[src/hw/rtl/tlt_pkg.sv]
// Shared types and constants for the task list table.
package tlt_pkg;

    localparam int TABLE_DEPTH_DEF = 16;
    localparam int FUNC_W          = 2;
    localparam int ID_W            = 16;
    localparam int PRI_W           = 8;
    localparam int ST_W            = 2;
    localparam int POS_W           = 5;

    typedef enum logic [FUNC_W-1:0] {
        OP_ADD    = 2'd0,
        OP_DELETE = 2'd1,
        OP_SEARCH = 2'd2,
        OP_SORT   = 2'd3
    } op_t;

    typedef enum logic [ST_W-1:0] {
        ST_OK        = 2'd0,
        ST_NOT_FOUND = 2'd1,
        ST_FULL      = 2'd2,
        ST_EMPTY     = 2'd3
    } status_t;

    // Read address source for the id/priority memories.
    typedef enum logic [1:0] {
        RD_I      = 2'd0,
        RD_I_NEXT = 2'd1,
        RD_J      = 2'd2
    } rd_sel_t;

    typedef enum logic [3:0] {
        S_IDLE,
        S_DISPATCH,
        S_SCAN_RD,
        S_SCAN_CMP,
        S_SHIFT_CHK,
        S_SHIFT_WR,
        S_RANK_LD,
        S_RANK_CUR,
        S_RANK_RD,
        S_RANK_CMP,
        S_RANK_WR,
        S_EMIT_RD,
        S_EMIT,
        S_OUT
    } ctrl_state_t;

    typedef struct packed {
        logic    load_in;
        rd_sel_t rd_sel;
        logic    add_wr;
        logic    shift_wr;
        logic    cnt_dec;
        logic    i_clr;
        logic    i_inc;
        logic    j_clr;
        logic    j_inc;
        logic    cur_load;
        logic    rank_clr;
        logic    rank_inc;
        logic    work_wr;
        logic    res_load;
        status_t res_code;
        logic    res_pos;
        logic    res_sort;
    } tlt_cmd_t;

    typedef struct packed {
        op_t  op;
        logic full;
        logic empty;
        logic id_match;
        logic i_last;
        logic j_last;
        logic shift_more;
        logic rank_hit;
        logic out_last;
    } tlt_stat_t;

endpackage

[src/hw/rtl/tlt_ctrl.sv]
// Operation sequencer for the task list table.
module tlt_ctrl
    import tlt_pkg::*;
(
    input  logic      aclk,
    input  logic      aresetn,
    input  logic      s_valid,
    output logic      s_ready,
    output logic      m_valid,
    input  logic      m_ready,
    input  tlt_stat_t stat,
    output tlt_cmd_t  cmd
);

    ctrl_state_t state_reg, state_next;

    always_ff @(posedge aclk) begin
        if (!aresetn) begin
            state_reg <= S_IDLE;
        end else begin
            state_reg <= state_next;
        end
    end

    always_comb begin
        state_next = state_reg;
        cmd        = '0;
        s_ready    = 1'b0;
        m_valid    = 1'b0;
        case (state_reg)
            S_IDLE: begin
                s_ready = 1'b1;
                if (s_valid) begin
                    cmd.load_in = 1'b1;
                    state_next  = S_DISPATCH;
                end
            end
            S_DISPATCH: begin
                cmd.i_clr = 1'b1;
                case (stat.op)
                    OP_ADD: begin
                        cmd.res_load = 1'b1;
                        if (stat.full) begin
                            cmd.res_code = ST_FULL;
                        end else begin
                            cmd.add_wr   = 1'b1;
                            cmd.res_code = ST_OK;
                        end
                        state_next = S_OUT;
                    end
                    OP_SORT: begin
                        if (stat.empty) begin
                            cmd.res_load = 1'b1;
                            cmd.res_code = ST_EMPTY;
                            state_next   = S_OUT;
                        end else begin
                            state_next = S_RANK_LD;
                        end
                    end
                    default: begin
                        if (stat.empty) begin
                            cmd.res_load = 1'b1;
                            cmd.res_code = ST_EMPTY;
                            state_next   = S_OUT;
                        end else begin
                            state_next = S_SCAN_RD;
                        end
                    end
                endcase
            end
            S_SCAN_RD: begin
                cmd.rd_sel = RD_I;
                state_next = S_SCAN_CMP;
            end
            S_SCAN_CMP: begin
                if (stat.id_match) begin
                    if (stat.op == OP_SEARCH) begin
                        cmd.res_load = 1'b1;
                        cmd.res_code = ST_OK;
                        cmd.res_pos  = 1'b1;
                        state_next   = S_OUT;
                    end else begin
                        state_next = S_SHIFT_CHK;
                    end
                end else if (stat.i_last) begin
                    cmd.res_load = 1'b1;
                    cmd.res_code = ST_NOT_FOUND;
                    state_next   = S_OUT;
                end else begin
                    cmd.i_inc  = 1'b1;
                    state_next = S_SCAN_RD;
                end
            end
            S_SHIFT_CHK: begin
                if (stat.shift_more) begin
                    cmd.rd_sel = RD_I_NEXT;
                    state_next = S_SHIFT_WR;
                end else begin
                    cmd.cnt_dec  = 1'b1;
                    cmd.res_load = 1'b1;
                    cmd.res_code = ST_OK;
                    state_next   = S_OUT;
                end
            end
            S_SHIFT_WR: begin
                // move entry i+1 down into slot i
                cmd.shift_wr = 1'b1;
                cmd.i_inc    = 1'b1;
                state_next   = S_SHIFT_CHK;
            end
            S_RANK_LD: begin
                cmd.rd_sel = RD_I;
                state_next = S_RANK_CUR;
            end
            S_RANK_CUR: begin
                cmd.cur_load = 1'b1;
                cmd.j_clr    = 1'b1;
                cmd.rank_clr = 1'b1;
                state_next   = S_RANK_RD;
            end
            S_RANK_RD: begin
                cmd.rd_sel = RD_J;
                state_next = S_RANK_CMP;
            end
            S_RANK_CMP: begin
                cmd.rank_inc = stat.rank_hit;
                if (stat.j_last) begin
                    state_next = S_RANK_WR;
                end else begin
                    cmd.j_inc  = 1'b1;
                    state_next = S_RANK_RD;
                end
            end
            S_RANK_WR: begin
                cmd.work_wr = 1'b1;
                if (stat.i_last) begin
                    cmd.i_clr  = 1'b1;
                    state_next = S_EMIT_RD;
                end else begin
                    cmd.i_inc  = 1'b1;
                    state_next = S_RANK_LD;
                end
            end
            S_EMIT_RD: begin
                state_next = S_EMIT;
            end
            S_EMIT: begin
                cmd.res_load = 1'b1;
                cmd.res_code = ST_OK;
                cmd.res_sort = 1'b1;
                state_next   = S_OUT;
            end
            S_OUT: begin
                m_valid = 1'b1;
                if (m_ready) begin
                    if (stat.out_last) begin
                        state_next = S_IDLE;
                    end else begin
                        cmd.i_inc  = 1'b1;
                        state_next = S_EMIT_RD;
                    end
                end
            end
            default: begin
                state_next = S_IDLE;
            end
        endcase
    end

endmodule

[src/hw/rtl/tlt_dp.sv]
// Table memories, index counters, compare logic and result register.
module tlt_dp
    import tlt_pkg::*;
#(
    parameter int TABLE_DEPTH = TABLE_DEPTH_DEF
) (
    input  logic              aclk,
    input  logic              aresetn,
    input  tlt_cmd_t          cmd,
    output tlt_stat_t         stat,
    input  logic [FUNC_W-1:0] s_func,
    input  logic [ID_W-1:0]   s_task_id,
    input  logic [PRI_W-1:0]  s_priority_req,
    output logic [ST_W-1:0]   m_status,
    output logic [POS_W-1:0]  m_position,
    output logic [PRI_W-1:0]  m_sorted_priority,
    output logic              m_last
);

    localparam int IW = (TABLE_DEPTH > 1) ? $clog2(TABLE_DEPTH) : 1;
    localparam int CW = $clog2(TABLE_DEPTH + 1);
    localparam int SW = (CW + 1 > POS_W) ? CW + 1 : POS_W;

    logic [ID_W-1:0]  id_mem   [TABLE_DEPTH];
    logic [PRI_W-1:0] pri_mem  [TABLE_DEPTH];
    logic [PRI_W-1:0] work_mem [TABLE_DEPTH];

    logic [ID_W-1:0]  id_q_reg;
    logic [PRI_W-1:0] pri_q_reg;
    logic [PRI_W-1:0] work_q_reg;

    op_t              op_reg;
    logic [ID_W-1:0]  key_reg;
    logic [PRI_W-1:0] pri_in_reg;
    logic [CW-1:0]    count_reg;
    logic [IW-1:0]    i_reg;
    logic [IW-1:0]    j_reg;
    logic [IW-1:0]    rank_reg;
    logic [PRI_W-1:0] cur_reg;

    status_t          st_reg;
    logic [POS_W-1:0] pos_reg;
    logic [PRI_W-1:0] srt_reg;
    logic             last_reg;

    logic [IW-1:0]    rd_addr;
    logic [IW-1:0]    wr_addr;
    logic [ID_W-1:0]  wr_id;
    logic [PRI_W-1:0] wr_pri;
    logic             wr_en;
    logic [CW-1:0]    i_plus;
    logic [CW-1:0]    j_plus;
    logic [SW-1:0]    pos_sum;

    assign i_plus  = CW'(i_reg) + CW'(1);
    assign j_plus  = CW'(j_reg) + CW'(1);
    assign pos_sum = SW'(i_reg) + SW'(1);

    always_comb begin
        case (cmd.rd_sel)
            RD_I_NEXT: rd_addr = i_plus[IW-1:0];
            RD_J:      rd_addr = j_reg;
            default:   rd_addr = i_reg;
        endcase
    end

    assign wr_en   = cmd.add_wr | cmd.shift_wr;
    assign wr_addr = cmd.add_wr ? count_reg[IW-1:0] : i_reg;
    assign wr_id   = cmd.add_wr ? key_reg : id_q_reg;
    assign wr_pri  = cmd.add_wr ? pri_in_reg : pri_q_reg;

    always_ff @(posedge aclk) begin
        if (wr_en) begin
            id_mem[wr_addr]  <= wr_id;
            pri_mem[wr_addr] <= wr_pri;
        end
        id_q_reg  <= id_mem[rd_addr];
        pri_q_reg <= pri_mem[rd_addr];
    end

    always_ff @(posedge aclk) begin
        if (cmd.work_wr) begin
            work_mem[rank_reg] <= cur_reg;
        end
        work_q_reg <= work_mem[i_reg];
    end

    always_ff @(posedge aclk) begin
        if (!aresetn) begin
            count_reg <= '0;
            i_reg     <= '0;
            j_reg     <= '0;
            rank_reg  <= '0;
        end else begin
            if (cmd.add_wr) begin
                count_reg <= count_reg + CW'(1);
            end else if (cmd.cnt_dec) begin
                count_reg <= count_reg - CW'(1);
            end
            if (cmd.i_clr) begin
                i_reg <= '0;
            end else if (cmd.i_inc) begin
                i_reg <= i_reg + IW'(1);
            end
            if (cmd.j_clr) begin
                j_reg <= '0;
            end else if (cmd.j_inc) begin
                j_reg <= j_reg + IW'(1);
            end
            if (cmd.rank_clr) begin
                rank_reg <= '0;
            end else if (cmd.rank_inc) begin
                rank_reg <= rank_reg + IW'(1);
            end
        end
    end

    always_ff @(posedge aclk) begin
        if (cmd.load_in) begin
            op_reg     <= op_t'(s_func);
            key_reg    <= s_task_id;
            pri_in_reg <= s_priority_req;
        end
        if (cmd.cur_load) begin
            cur_reg <= pri_q_reg;
        end
        if (cmd.res_load) begin
            st_reg   <= cmd.res_code;
            pos_reg  <= cmd.res_pos ? pos_sum[POS_W-1:0] : '0;
            srt_reg  <= cmd.res_sort ? work_q_reg : '0;
            last_reg <= cmd.res_sort ? (i_plus == count_reg) : 1'b1;
        end
    end

    always_comb begin
        stat.op         = op_reg;
        stat.full       = (count_reg == CW'(TABLE_DEPTH));
        stat.empty      = (count_reg == '0);
        stat.id_match   = (id_q_reg == key_reg);
        stat.i_last     = (i_plus == count_reg);
        stat.j_last     = (j_plus == count_reg);
        stat.shift_more = (i_plus < count_reg);
        // stable rank: smaller values, and equal values stored earlier
        stat.rank_hit   = (pri_q_reg < cur_reg) || ((pri_q_reg == cur_reg) && (j_reg < i_reg));
        stat.out_last   = last_reg;
    end

    assign m_status          = st_reg;
    assign m_position        = pos_reg;
    assign m_sorted_priority = srt_reg;
    assign m_last            = last_reg;

endmodule

[src/hw/rtl/task_list_table.sv]
// Task list table: an insertion-ordered table of up to TABLE_DEPTH tasks (16-bit id, 8-bit
// priority) that takes one operation per transaction and handles one at a time. Add writes
// the tail; search and delete scan ids entry by entry, and delete then shifts the remaining
// entries down by one slot. Sort ranks each priority against all others through the
// single read port of the priority memory into a scratch memory, then returns one
// transaction per entry, ascending, with m_last on the final one; an empty table gives one
// result with status empty. The next operation is taken once the last result of the
// current one has been accepted.
module task_list_table
    import tlt_pkg::*;
#(
    parameter int TABLE_DEPTH = TABLE_DEPTH_DEF
) (
    input  logic              aclk,
    input  logic              aresetn,
    input  logic              s_valid,
    output logic              s_ready,
    input  logic [FUNC_W-1:0] s_func,
    input  logic [ID_W-1:0]   s_task_id,
    input  logic [PRI_W-1:0]  s_priority_req,
    output logic              m_valid,
    input  logic              m_ready,
    output logic [ST_W-1:0]   m_status,
    output logic [POS_W-1:0]  m_position,
    output logic [PRI_W-1:0]  m_sorted_priority,
    output logic              m_last
);

    tlt_cmd_t  cmd;
    tlt_stat_t stat;

    tlt_ctrl u_ctrl (
        .aclk    (aclk),
        .aresetn (aresetn),
        .s_valid (s_valid),
        .s_ready (s_ready),
        .m_valid (m_valid),
        .m_ready (m_ready),
        .stat    (stat),
        .cmd     (cmd)
    );

    tlt_dp #(
        .TABLE_DEPTH (TABLE_DEPTH)
    ) u_dp (
        .aclk              (aclk),
        .aresetn           (aresetn),
        .cmd               (cmd),
        .stat              (stat),
        .s_func            (s_func),
        .s_task_id         (s_task_id),
        .s_priority_req    (s_priority_req),
        .m_status          (m_status),
        .m_position        (m_position),
        .m_sorted_priority (m_sorted_priority),
        .m_last            (m_last)
    );

endmodule
[config.mk]
export PLATFORM = sky130hd
export DESIGN_NAME = task_list_table
export DESIGN_NICKNAME = d
export VERILOG_FILES = /design/src/hw/rtl/tlt_pkg.sv /design/src/hw/rtl/tlt_ctrl.sv /design/src/hw/rtl/tlt_dp.sv /design/src/hw/rtl/task_list_table.sv
export SDC_FILE = /design/constraint.sdc
export NUM_CORES = 1
export LEC_CHECK = 0
export BUFFER_PORTS_ARGS = -buffer_cell sky130_fd_sc_hd__buf_2
export CAP_MARGIN = 20
export CORE_MARGIN = 4
export CORE_UTILIZATION = 55
export DETAILED_ROUTE_END_ITERATION = 10
export PLACE_DENSITY = 0.74
export SYNTH_ARGS = -nofsm -noshare
export SYNTH_HDL_FRONTEND = slang
export SYNTH_HIERARCHICAL = 1
export SYNTH_SLANG_ARGS = --single-unit
[constraint.sdc]
create_clock -name aclk -period 5.1 [get_ports aclk]
set_clock_uncertainty 0.2 [all_clocks]
set_input_delay 0.255 -clock aclk [delete_from_list [all_inputs] [get_ports aclk]]
set_output_delay 0.255 -clock aclk [all_outputs]
set_load 0.03 [all_outputs]
# Word level (Yosys, flattened, before mapping)
# Memories as Yosys holds them, arrays and structs flattened. A register that Yosys moved wholly into a read port is not among the register bits.
# Cells that the tools add are included.
dict set report totals {
  register_bits 71
  ram_bits 512
  input_bits 30
  out_inout_bits 18
  wordCells 122
  n_memories 3
}
dict set report op_classes {
  addsub 8
  magnitude_cmp 3
  eq_ne 24
  muxes 59
  n_bitwise 2
  reduce_logical 10
}
# memory depth width read_ports rd_clocked_by_memory_dff wr line
set memory_table {}
lappend memory_table {u_dp.id_mem 16 16 1 1 1 tlt_dp.sv:24} ;# logic [ID_W-1:0] id_mem [TABLE_DEPTH];
lappend memory_table {u_dp.pri_mem 16 8 1 1 1 tlt_dp.sv:25} ;# logic [PRI_W-1:0] pri_mem [TABLE_DEPTH];
lappend memory_table {u_dp.work_mem 16 8 1 1 1 tlt_dp.sv:26} ;# logic [PRI_W-1:0] work_mem [TABLE_DEPTH];
# operator count
set op_table {}
lappend op_table {{$pmux W4 S14} 1}
lappend op_table {{$mux W4} 12}
lappend op_table {{$mux W1} 28}
lappend op_table {{$eq A4 B4 Y1 const B} 6}
lappend op_table {{$eq A16 B16 Y1} 1}
lappend op_table {{$eq A4 B3 Y1 const B} 4}
lappend op_table {{$mux W16} 1}
lappend op_table {{$pmux W4 S2} 2}
lappend op_table {{$add A4 B1 Y5 const B} 3}
lappend op_table {{$mux W3} 5}
lappend op_table {{$add A4 B1 Y4 const B} 3}
lappend op_table {{$pmux W3 S4} 1}
lappend op_table {{$eq A5 B5 Y1} 2}
lappend op_table {{$mux W5} 2}
lappend op_table {{$eq A4 B2 Y1 const B} 2}
lappend op_table {{$eq A8 B8 Y1} 1}
lappend op_table {{$lt A8 B8 Y1} 1}
lappend op_table {{$mux W8} 1}
lappend op_table {{$eq A2 B2 Y1 const B} 3}
lappend op_table {{$mux W2} 3}
lappend op_table {{$reduce_or A2 Y1} 3}
lappend op_table {{$add A5 B1 Y5 const B} 1}
lappend op_table {{$eq A5 B5 Y1 const B} 1}
lappend op_table {{$logic_not A5 Y1} 1}
lappend op_table {{other kinds (17)} 18}

# Longest topological paths before layout
# Gate-level depths: netlist of run 1.
dict set report depth {
  depth_word 7
  mapped_depth 21
  depth_no_buf 16
}

# Modules after synthesis
# Netlist of run 1, hierarchy kept.
# module n_inst cells_per_inst area_per_inst_um2 seq_area_each_um2
set by_module_without_submodules {}
lappend by_module_without_submodules {tlt_dp 1 1515 24203.2 17857.1}
lappend by_module_without_submodules {tlt_ctrl 1 109 695.7 80.1}

# Worst setup path after synthesis of run 1
# Ideal clock, no wire load.
dict set report synth_path {
  path_kind {register to register}
  startpoint {register u_ctrl.state_reg[3]}
  endpoint {memory u_dp.id_mem[13][0], enable pin}
  arrival_ns 3.265
  required_ns 4.487
  slack_ns 1.222
  stages_incl_launch_ff 7
  n_path_buf 2
  cell_sequence {dfxtp_1 -> or4b_4 -> nor3b_1 -> clkbuf_1 -> buf_1 -> a31oi_1 -> a21oi_1}
}
# element line
set synth_lines {}
lappend synth_lines {{start, declared} tlt_ctrl.sv:15} ;# ctrl_state_t state_reg, state_next;
lappend synth_lines {{start signal, assigned} tlt_ctrl.sv:21} ;# state_reg <= state_next;
lappend synth_lines {{end, declared} tlt_dp.sv:24}

==> metrics.csv, run 1 <==
stage,metric,value,unit
outcome,status,"finished, final reports clean",
synthesis,Yosys top cell area share,67.8,%
setup_path,cell count of the worst reg-to-reg path,16,
layout,ant diodes,0,
setup_path,Worst Path Buf+Inv,2,
layout,Largest regs,"u_dp/id_mem (256), u_dp/pri_mem (128), u_dp/work_mem (128)",
global_routing,vias in the first global route,14200,
routing,routed wire length,55.9,mm
synthesis,Compound-Gate Fraction of Synth Area,8.46,%
synthesis,largest family of logic cells by synthesized area,compound AO/OA/AOI/OAI gates,
layout,most frequent cells in the layout,"562 x edfxtp_1, 220 x nand2_1, 110 x a21oi_1",
layout,synthesis-to-layout area growth,14.0,%
timing,Setup TNS Final,0,ns
job,Max-Cap Viols,0,
setup_path,R2R Path Start,u_dp/i_reg[1],
timing,period utilisation layout,89.1,%
floorplanning,die width,221,um
global_routing,Global Route Usage Sum,23.1,%
power,Tot Pwr,0.0157,W
layout,"Core Util, Final",63.7,%
synthesis,Synth Area in Simple Gates,7.25,%
routing,final antenna-violating net count,0,
synthesis,syn_area_per_cell,15.3,sq um
clock_tree,"Hold-fix buffers, CTS",30,
setup_path,CP Data Arrival Time,4.84,ns
floorplanning,Die Y,221,um
setup_path,CP Class,reg2reg,
synthesis,XOR/XNOR share of the synthesized area,1.23,%
synthesis,mux cell area share after synthesis,6.79,%
synthesis,Synth area leaders,"edfxtp_1 68%, dfxtp_1 4.3%, mux4_2 3.6%",
synthesis,Netlist cell types,67,
clock_tree,TritonCTS Sinks,615,
clock_tree,"Reg clk slew, reported paths",0.06,ns
placement,placed instance area,26000,sq um
routing,DRC,0,
synthesis,synthesized net count,1685,
floorplanning,Initial Utilization,55.9,%
global_routing,grt ovf,0,
timing,Final Hold Fails,0,
setup_path,CP required,5.39,ns
layout,Biggest register,u_dp/id_mem,
setup_path,CP endpoint kind,flip-flop,
timing,Slew headroom,27.9,%
setup_path,Setup crit start kind,flip-flop,
clock_tree,post-CTS sizing,0,
timing,max frequency,220,MHz
setup_path,CP most frequent cell,ha_1,
routing,Initial DRC Count,1746,
floorplanning,core area,44500,sq um
synthesis,dominant synthesized flop cell,edfxtp_1,
synthesis,cells after synthesis,1624,
synthesis,"FF+latch count, synth",615,
hold_path,class of the worst hold path,in2reg,
layout,max reg flops,256,
setup_path,peak fanout along the critical path,64,
synthesis,fraction of registers with async set/reset,0,%
power,worst vdd ir,0.440,mV
setup_path,worst reg2reg endpoint,u_dp/id_q_reg[13],
layout,layout cells sized above 1,16.6,%
layout,"most common cell after layout, fill and taps aside",edfxtp_1,
synthesis,Synth area leader,edfxtp_1,
placement,RD Place Congestion,0.828,
clock_tree,clock latency on the worst-skew pair,0.63,ns
synthesis,number of synthesized flops with an enable pin,562,
routing,Vias/cell,6.15,
synthesis,Yosys warning total,6,
routing,drt first pass iters,5,
setup_path,critical path's top delay family,compound AO/OA/AOI/OAI gates,
global_routing,largest net degree at the start of global routing,105,
timing,Min Hold Slack,0.145,ns
clock_tree,postcts setup bufs,0,
routing,total number of vias,14500,
global_routing,first-pass GRT wire length,84.9,mm
hold_path,Hold Startpoint,s_task_id[13],
floorplanning,num ports,48,
timing,RSZ-0062 raised after global routing,no,
synthesis,Post-Syn Area,24900,sq um
synthesis,"Seq/Total Area, Yosys",72.0,%
synthesis,post-synthesis adder-cell area fraction,1.59,%
timing,min cycle time layout,4.54,ns
power,P_leak,9.80,nW
clock_tree,CTS H-Tree Depth,2,
setup_path,Crit path largest cell delay,0.69,ns
routing,WL/cell,23.8,um
placement,hpwl dp,30.6,mm
setup_path,worst reg2reg setup slack,0.56,ns
setup_path,worst path cell trace,ha_1 > ha_1 > nor2b_1 > o21a_1 > o21ai_0 > nand2b_1 > a21oi_1 > and3_1 > inv_1 > ha_1 > a221oi_2 > a21oi_4 > buf_12 > a32oi_1 > a22oi_1 > nand3_1,
floorplanning,die area,48700,sq um
hold_path,Hold Path Cell Cnt,2,
placement,# port buffers,47,
layout,FILL cells,3062,
clock_tree,Max clock buf depth,3,
layout,NumNets Final,1771,
clock_tree,total CTS buffers,59,
layout,final instance area,28400,sq um
timing,Max Transition Viols Final,0,
floorplanning,number of cell rows,77,
setup_path,"slowest stage cell, crit path",a21oi_4,
clock_tree,CTS tree,built,
global_routing,initial antenna violation count,0,
timing,actual slew at the worst max-slew pin,1.08,ns
hold_path,hold endpoint,u_dp/key_reg[13],
power,Power Density,554,nW/um^2
timing,# setup viols final,0,
clock_tree,clk root buf,clkbuf_16,
## worst max-delay path by stage
| stage | end | from | depth (start not counted) |
|---|---|---|---|
| finish | u_dp/id_q_reg[13] | u_dp/i_reg[1] | 16 |
| global route | u_dp/id_q_reg[3] | u_dp/i_reg[1] | 16 |
| CTS | u_dp/id_q_reg[13] | u_dp/i_reg[1] | 16 |
| detailed placement | u_dp/id_q_reg[15] | u_dp/i_reg[1] | 16 |
| global placement | u_dp/id_q_reg[5] | u_dp/i_reg[1] | 16 |
| floorplan | u_dp/id_mem[13][0] | u_ctrl/state_reg[3] | 6 |
## layout make-up
type	count	area (sq um)	share of cell area (%)
clock buffers	75	1610	5.67
clock inverters	35	440	1.55
multi-input cells	878	6460	22.8
inverters	31	116	0.410
well taps	592	741	2.61
flip-flops and latches	615	17900	63.2
repair buffers	125	1070	3.77
## cell families after synthesis
logic type	count (synthesis)
AO/OA/AOI/OAI	291
XOR/XNOR	35
adder cells (fa/ha/maj)	31
buffers and inverters	131
flip-flops	615
multiplexers	116
AND/OR/NAND/NOR	405
## power by group
part           internal (W)  leakage, nW  switching [W]  total, W
clock network       0.00265         1.00        0.00188   0.00454
logic               0.00154         3.28        0.00289   0.00443
registers           0.00649         5.51       0.000271   0.00676
total                0.0107         9.80        0.00505    0.0157
## metal layers
metal	up-vias	routed length [um]	track usage (%)
met1	7288	22500	32.7
met5	-	0	0
met2	615	27600	37.9
li1	6436	-	-
met4	0	1300	6.10
met3	113	4410	4.13
## synth_stat cells, types with 7 or more instances
| library cell | n |
|---|---|
| a21oi_1 | 112 |
| a221o_1 | 46 |
| a22oi_1 | 24 |
| a32oi_1 | 47 |
| and2_1 | 19 |
| buf_1 | 7 |
| buf_2 | 40 |
| buf_4 | 9 |
| buf_6 | 11 |
| clkbuf_1 | 33 |
| dfxtp_1 | 53 |
| edfxtp_1 | 562 |
| ha_1 | 30 |
| inv_1 | 30 |
| mux2_2 | 23 |
| mux2i_1 | 53 |
| mux4_2 | 40 |
| nand2_1 | 220 |
| nand2b_1 | 15 |
| nand3_1 | 31 |
| nand4_1 | 9 |
| nor2_1 | 63 |
| nor2b_1 | 9 |
| nor3_1 | 16 |
| o21a_1 | 8 |
| o21ai_0 | 10 |
| xnor2_1 | 26 |
| xor2_1 | 9 |
## per-stage QoR
| stage | worst slack, ns | instances |
|---|---|---|
| final | 0.556 | 2351 |
| after global routing | 0.271 | 2351 |
| after detailed placement | 0.662 | 2211 |
| after floorplan | 1.22 | 1624 |
| after global placement | 0.729 | 2211 |
| after CTS | 0.629 | 2351 |
Note: power is estimated with default switching activity, not from simulation.
==> inputs of run 2 (changes only) <==
--- a/config.mk
+++ b/config.mk
@@ -13,5 +13,4 @@
 export PLACE_DENSITY = 0.74
 export SYNTH_ARGS = -nofsm -noshare
 export SYNTH_HDL_FRONTEND = slang
-export SYNTH_HIERARCHICAL = 1
 export SYNTH_SLANG_ARGS = --single-unit
==> run 2 against run 1 <==
  * Critical path depth is 1 higher
  * Critical endpoint is now u_dp.pri_q_reg[7]
  * Via count grew 3.4%
  * Combinational power is 35% lower
  * Largest power group unchanged
  * Highest routed layer unchanged
==> metrics.csv, run 2 <==
stage,metric,value,unit,change
synthesis,syn_area_per_cell,13.7,sq um,-11%
layout,Biggest register,u_dp.id_mem,,
clock_tree,clock latency on the worst-skew pair,0.62,ns,about the same
global_routing,initial antenna violation count,0,,unchanged
layout,layout cells sized above 1,14.0,%,-2.6 points
synthesis,"Seq/Total Area, Yosys",72.3,%,+0.25 points
layout,most frequent cells in the layout,"562 x edfxtp_1, 501 x nand2_1, 109 x nand3_1",,
synthesis,Yosys warning total,0,,-6
timing,min cycle time layout,4.49,ns,-0.0538 ns
timing,actual slew at the worst max-slew pin,1.11,ns,+0.0332 ns
floorplanning,die area,48600,sq um,-0.33%
clock_tree,CTS H-Tree Depth,2,,unchanged
layout,NumNets Final,1957,,+11%
synthesis,Netlist cell types,56,,-16%
layout,max reg flops,256,,unchanged
setup_path,CP Data Arrival Time,4.84,ns,about the same
timing,Setup TNS Final,0,ns,unchanged
routing,DRC,0,,unchanged
clock_tree,Max clock buf depth,3,,unchanged
placement,RD Place Congestion,0.828,,unchanged
routing,final antenna-violating net count,0,,unchanged
layout,FILL cells,3088,,+0.85%
routing,total number of vias,14900,,+3.4%
floorplanning,die width,220,um,-0.17%
setup_path,CP Class,reg2reg,,
outcome,status,"finished, final reports clean",,
timing,max frequency,223,MHz,+1.2%
timing,Slew headroom,25.9,%,-2.0 points
clock_tree,total CTS buffers,60,,+1.7%
synthesis,"FF+latch count, synth",615,,unchanged
setup_path,CP required,5.45,ns,+0.06 ns
timing,# setup viols final,0,,unchanged
timing,RSZ-0062 raised after global routing,no,,
routing,drt first pass iters,5,,unchanged
global_routing,grt ovf,0,,unchanged
clock_tree,"Hold-fix buffers, CTS",31,,+3.3%
synthesis,Post-Syn Area,24800,sq um,-0.35%
routing,routed wire length,55.5,mm,-0.60%
placement,# port buffers,47,,unchanged
placement,hpwl dp,30.0,mm,-2.0%
timing,Max Transition Viols Final,0,,unchanged
synthesis,Yosys top cell area share,68.0,%,+0.24 points
clock_tree,post-CTS sizing,0,,unchanged
routing,Initial DRC Count,1624,,-7.0%
synthesis,Synth area leader,edfxtp_1,,
clock_tree,CTS tree,built,,
setup_path,CP endpoint kind,flip-flop,,
timing,period utilisation layout,88.0,%,-1.1 points
layout,synthesis-to-layout area growth,14.1,%,about the same
routing,WL/cell,21.9,um,-8.0%
setup_path,peak fanout along the critical path,48,,-25%
layout,"most common cell after layout, fill and taps aside",edfxtp_1,,
global_routing,first-pass GRT wire length,84.9,mm,about the same
clock_tree,"Reg clk slew, reported paths",0.06,ns,about the same
hold_path,class of the worst hold path,in2reg,,
placement,Placed Cells,2395,,+8.3%
synthesis,fraction of registers with async set/reset,0,%,unchanged
setup_path,Crit path largest cell delay,0.49,ns,-0.20 ns
power,Power Density,498,nW/um^2,-10%
floorplanning,num ports,48,,unchanged
clock_tree,postcts setup bufs,0,,unchanged
floorplanning,number of cell rows,77,,unchanged
routing,Vias/cell,5.89,,-4.2%
timing,Final Hold Fails,0,,unchanged
global_routing,vias in the first global route,14600,,+2.2%
floorplanning,core area,44400,sq um,-0.22%
synthesis,number of synthesized flops with an enable pin,562,,unchanged
setup_path,Setup crit start kind,flip-flop,,
job,Max-Cap Viols,0,,unchanged
setup_path,worst path cell trace,and3_1 > xnor2_1 > inv_1 > ha_1 > o21ai_0 > a21oi_1 > o21ai_0 > nand2b_1 > nor4_1 > ha_1 > nand2_1 > o21a_4 > buf_4 > nand2_1 > nand3_1 > o211ai_1 > nand4_1,,
synthesis,synthesized net count,1871,,+11%
synthesis,cells after synthesis,1810,,+11%
synthesis,Commonest cells post-synth,"562 x edfxtp_1, 501 x nand2_1, 109 x nand3_1",,
synthesis,Synth area leaders,"edfxtp_1 68%, nand2_1 7.6%, dfxtp_1 4.3%",,
global_routing,Global Route Usage Sum,23.1,%,-0.042 points
placement,Post-Place Setup Slack,0.762,ns,+0.0993 ns
floorplanning,Initial Utilization,55.9,%,-0.073 points
layout,ant diodes,0,,unchanged
synthesis,most common cell in the netlist,edfxtp_1,,
power,P_leak,9.64,nW,-1.6%
synthesis,dominant synthesized flop cell,edfxtp_1,,
layout,Non-Filler Instances,2539,,+8.0%
global_routing,largest net degree at the start of global routing,101,,-3.8%
setup_path,"slowest stage cell, crit path",buf_4,,
layout,"Core Util, Final",63.7,%,about the same
floorplanning,Die Y,220,um,-0.17%
timing,PnR worst setup slack,0.609,ns,+0.0538 ns
power,worst vdd ir,0.458,mV,+4.2%
clock_tree,TritonCTS Sinks,615,,unchanged
layout,Largest regs,"u_dp.id_mem (256), u_dp.pri_mem (128), u_dp.work_mem (128)",,
clock_tree,clk root buf,clkbuf_16,,
run 2: changes by cell type in the layout (fill, tap and decap cells not counted), moves of 44 or more:
cell | before | now
a221o_1 | 46 | 0
nand3_1 | 31 | 109
mux2i_1 | 53 | 3
nand2_1 | 220 | 501
a21oi_1 | 110 | 12
a32oi_1 | 47 | 3
o211ai_1 | 1 | 98
run 2: routing by layer:
metal | GRT usage, % | routed length (um) | vias up
met1 | 32.5 | 22800 | 7322
met5 | 0 | 0 | -
met4 | 7.62 | 1690 | 0
li1 | - | - | 6839
met3 | 3.78 | 4600 | 132
met2 | 37.4 | 26500 | 655
run 2: cells by family after synthesis:
logic type                 Yosys count  share of synthesized area (%)
AOI/OAI and AO/OA                  171                           5.00
xor gates and xnor gates            35                           1.24
adders and majority gates           31                           1.59
buffers and inverters              128                           2.01
DFF                                615                           72.3
muxes                               66                           4.80
and+or+nand+nor                    764                           13.1
run 2: metrics by stage:
stage | power [W] | hold WS (ns) | instance area, sq um
final | 0.0141 | 0.146 | 28300
after global routing | 0.0147 | 0.134 | 28300
after CTS | 0.0141 | 0.115 | 28300
after detailed placement | 0.00964 | 0.233 | 26000
after global placement | 0.00955 | 0.232 | 25900
after floorplan | 0.00876 | 0.154 | 24800
run 2: path summary, 6_finish.rpt:
kind                startpoint  cells after the start           endpoint  slack [ns]
max reg2reg      u_dp.i_reg[2]                     17  u_dp.pri_q_reg[7]        0.61
max              u_dp.i_reg[2]                     17  u_dp.pri_q_reg[7]        0.61
min reg2reg  u_dp.pri_q_reg[3]                      0    u_dp.cur_reg[3]        0.27
min               s_task_id[3]                      2    u_dp.key_reg[3]        0.15
run 2: critical path: cells and delay by family, from the launching register on:
kind / cells / cell delay, ns
buf+inv: 2 / 0.62
compound gates: 5 / 0.80
flops: 1 / 0.39
simple gates: 7 / 1.21
fa+ha+maj: 2 / 0.81
xor+xnor: 1 / 0.38
run 2: layout make-up:
type                       instances  area [sq um]  area share (%)
clock inverter                    31           353            1.25
timing repair buffer             119           928            3.28
tap                              592           741            2.62
inverter                          33           124           0.438
sequential                       615         17900            63.4
clock buffer                      82          1680            5.92
multi-input combinational       1067          6540            23.1
run 2: power breakdown:
part           internal [W]  total, W  switching (W)
logic              0.000893   0.00286        0.00197
registers           0.00648   0.00674       0.000257
clock network       0.00265   0.00450        0.00184
==> inputs of run 3 (changes only) <==
--- a/config.mk
+++ b/config.mk
@@ -9,6 +9,7 @@
 export CAP_MARGIN = 20
 export CORE_MARGIN = 4
 export CORE_UTILIZATION = 55
+export CTS_BUF_LIST = sky130_fd_sc_hd__clkbuf_4
 export DETAILED_ROUTE_END_ITERATION = 10
 export PLACE_DENSITY = 0.74
 export SYNTH_ARGS = -nofsm -noshare
==> constraint.sdc (replaced) <==
create_clock -name aclk -period 4.22 [get_ports aclk]
set_clock_uncertainty 0.2 [all_clocks]
set_input_delay 0.211 -clock aclk [delete_from_list [all_inputs] [get_ports aclk]]
set_output_delay 0.211 -clock aclk [all_outputs]
set_load 0.03 [all_outputs]
==> run 3 against run 2 <==
  * Worst setup slack worse by 0.31 ns
  * Via count rose by 4.9%
  * Die area stayed put
  * Critical path depth decreased by 1
  * Critical endpoint is now u_dp.id_q_reg[3]
  * Critical path type unchanged
==> metrics.csv, run 3 (synthesized netlist as in run 2, its figures left out) <==
stage,metric,value,unit,change
layout,NumNets Final,2090,,+6.8%
clock_tree,CTS H-Tree Depth,4,,+2
clock_tree,TritonCTS Sinks,615,,unchanged
floorplanning,core area,44400,sq um,unchanged
power,clock share of power,30.1,%,-1.8 points
power,Tot Pwr,0.0169,W,+20%
job,Max-Cap Viols,0,,unchanged
floorplanning,die width,220,um,unchanged
global_routing,largest net degree at the start of global routing,79,,-22%
layout,Largest regs,"u_dp.id_mem (256), u_dp.pri_mem (128), u_dp.work_mem (128)",,
floorplanning,Die Y,220,um,unchanged
timing,Final Hold Fails,0,,unchanged
placement,# port buffers,47,,unchanged
layout,most frequent cells in the layout,"562 x edfxtp_1, 501 x nand2_1, 235 x clkbuf_4",,
placement,RD Place Congestion,0.836,,+1.0%
timing,Setup TNS Final,0,ns,unchanged
routing,routed wire length,55.9,mm,+0.67%
power,share of total power in sequential cells,48.3,%,+0.5 points
outcome,status,"finished, final reports clean",,
power,Power Density,584,nW/um^2,+17%
routing,final antenna-violating net count,0,,unchanged
layout,"most common cell after layout, fill and taps aside",edfxtp_1,,
timing,period utilisation layout,92.8,%,+4.8 points
routing,drt first pass iters,5,,unchanged
layout,Non-Filler Instances,2741,,+8.0%
hold_path,class of the worst hold path,in2reg,,
setup_path,CP Class,reg2reg,,
placement,hpwl dp,31.1,mm,+3.6%
setup_path,Setup crit start kind,flip-flop,,
setup_path,peak fanout along the critical path,46,,-4.2%
global_routing,vias in the first global route,15500,,+6.4%
layout,Biggest register,u_dp.id_mem,,
global_routing,initial antenna violation count,2,,+2
routing,Vias/cell,5.72,,-2.8%
floorplanning,Initial Utilization,55.9,%,unchanged
power,Net Sw Frac,29.9,%,+1.1 points
routing,Initial DRC Count,1768,,+8.9%
clock_tree,CTS tree,built,,
layout,synthesis-to-layout area growth,16.3,%,
clock_tree,clock latency on the worst-skew pair,0.96,ns,+0.34 ns
global_routing,Global Route Usage Sum,23.7,%,+0.60 points
clock_tree,clk root buf,clkbuf_4,,
timing,Min Hold Slack,0.153,ns,+0.00765 ns
power,Net Switching,0.00504,W,+24%
power,Comb pwr share,21.7,%,+1.4 points
timing,Slew headroom,26.9,%,+1.0 points
floorplanning,num ports,48,,unchanged
power,worst vdd ir,0.417,mV,-9.0%
timing,max frequency,255,MHz,+15%
layout,layout cells sized above 1,20.7,%,+6.7 points
global_routing,first-pass GRT wire length,86.8,mm,+2.3%
floorplanning,number of cell rows,77,,unchanged
floorplanning,die area,48600,sq um,unchanged
clock_tree,total CTS buffers,152,,+150%
clock_tree,Max clock buf depth,3,,unchanged
layout,max reg flops,256,,unchanged
timing,Max Transition Viols Final,0,,unchanged
routing,DRC,0,,unchanged
power,P_leak,10.1,nW,+4.5%
routing,total number of vias,15700,,+4.9%
setup_path,CP required,4.82,ns,-0.63 ns
setup_path,CP endpoint kind,flip-flop,,
global_routing,grt ovf,0,,unchanged
timing,# setup viols final,0,,unchanged
placement,Placed Cells,2405,,+0.42%
setup_path,CP Data Arrival Time,4.51,ns,-0.33 ns
clock_tree,"Reg clk slew, reported paths",0.06,ns,about the same
timing,actual slew at the worst max-slew pin,1.10,ns,-0.0154 ns
timing,min cycle time layout,3.92,ns,-0.574 ns
routing,WL/cell,20.4,um,-6.8%
power,internal power,0.0118,W,+18%
## run 3: cell types whose count changed in the layout (fill, tap and decap cells not counted), moves of 8 or more
cell,delta
clkbuf_4,+235
clkbuf_16,-61
buf_12,+12
clkbuf_1,-14
dlygate4sd3_1,+30
clkinv_1,+14
clkinv_2,-8
## run 3: final cells by class
cell class	instances	area, sq um
diodes	6	15.0
clock buffers	235	1760
clock inverters	33	241
fillers	3110	15600
inverters	33	124
multi-input cells	1067	6570
flip-flops and latches	615	17900
well taps	592	741
repair buffers	160	1470
## run 3: repair_timing
item                                   4_1_cts  5_1_grt
hold buffers                                61        0
setup endpoints to repair                    0       24
buffers inserted                             0        1
endpoints found under the hold margin       73        0
resized for setup                            0        8
## run 3: critical path, stage by stage, from the launching register on
cell and delay (ns):
dfxtp_2 0.40, ha_2 0.26, xor2_1 0.26, ha_1 0.31
o21ai_0 0.18, a21oi_1 0.07, o21ai_1 0.13, nand2b_1 0.12
nor4_4 0.19, ha_2 0.38, buf_4 0.19, o21a_4 0.30
buf_12 0.20, nand2_1 0.11, nand2_1 0.06, o211ai_1 0.19
nand4_1 0.17
## run 3: final timing paths
kind                                   startpoint                  end  slack (ns)  cells past startpoint
worst min register to register  u_dp.pri_q_reg[0]      u_dp.cur_reg[0]        0.26                      0
worst max-delay path                u_dp.i_reg[0]     u_dp.id_q_reg[3]        0.30                     16
worst max register to register      u_dp.i_reg[0]     u_dp.id_q_reg[3]        0.30                     16
worst min-delay path                      m_ready  u_ctrl.state_reg[2]        0.15                      5
## run 3: power groups by stage
| stage | Clock, W | Combinational (W) | Sequential [W] |
|---|---|---|---|
| CTS | 0.00518 | 0.00358 | 0.00813 |
| global placement | 0 | 0.00340 | 0.00824 |
| detailed placement | 0 | 0.00351 | 0.00826 |
| global route | 0.00555 | 0.00401 | 0.00817 |
| floorplan | 0 | 0.00230 | 0.00829 |
| finish | 0.00507 | 0.00365 | 0.00814 |
## run 3: layer usage
layer / part of all wire, % / GRT usage [%] / wire length [um] / vias to the layer above
li1: - / - / - / 7218
met1: 42 / 32.1 / 23300 / 7746
met2: 49 / 38.5 / 27400 / 627
met3: 7.5 / 5.47 / 4170 / 93
met4: 1.8 / 7.81 / 1020 / 0
met5: 0 / 0 / 0 / -
## run 3: through the flow
stage / setup WS, ns / util (%) / cell area, sq um
floorplan: 0.539 / - / 24800
global placement: 0.340 / 58.9 / 26200
detailed placement: 0.0801 / 58.9 / 26200
CTS: 0.0452 / 64.8 / 28800
global route: -0.00688 / 65.0 / 28900
finish: 0.303 / 65.0 / 28900
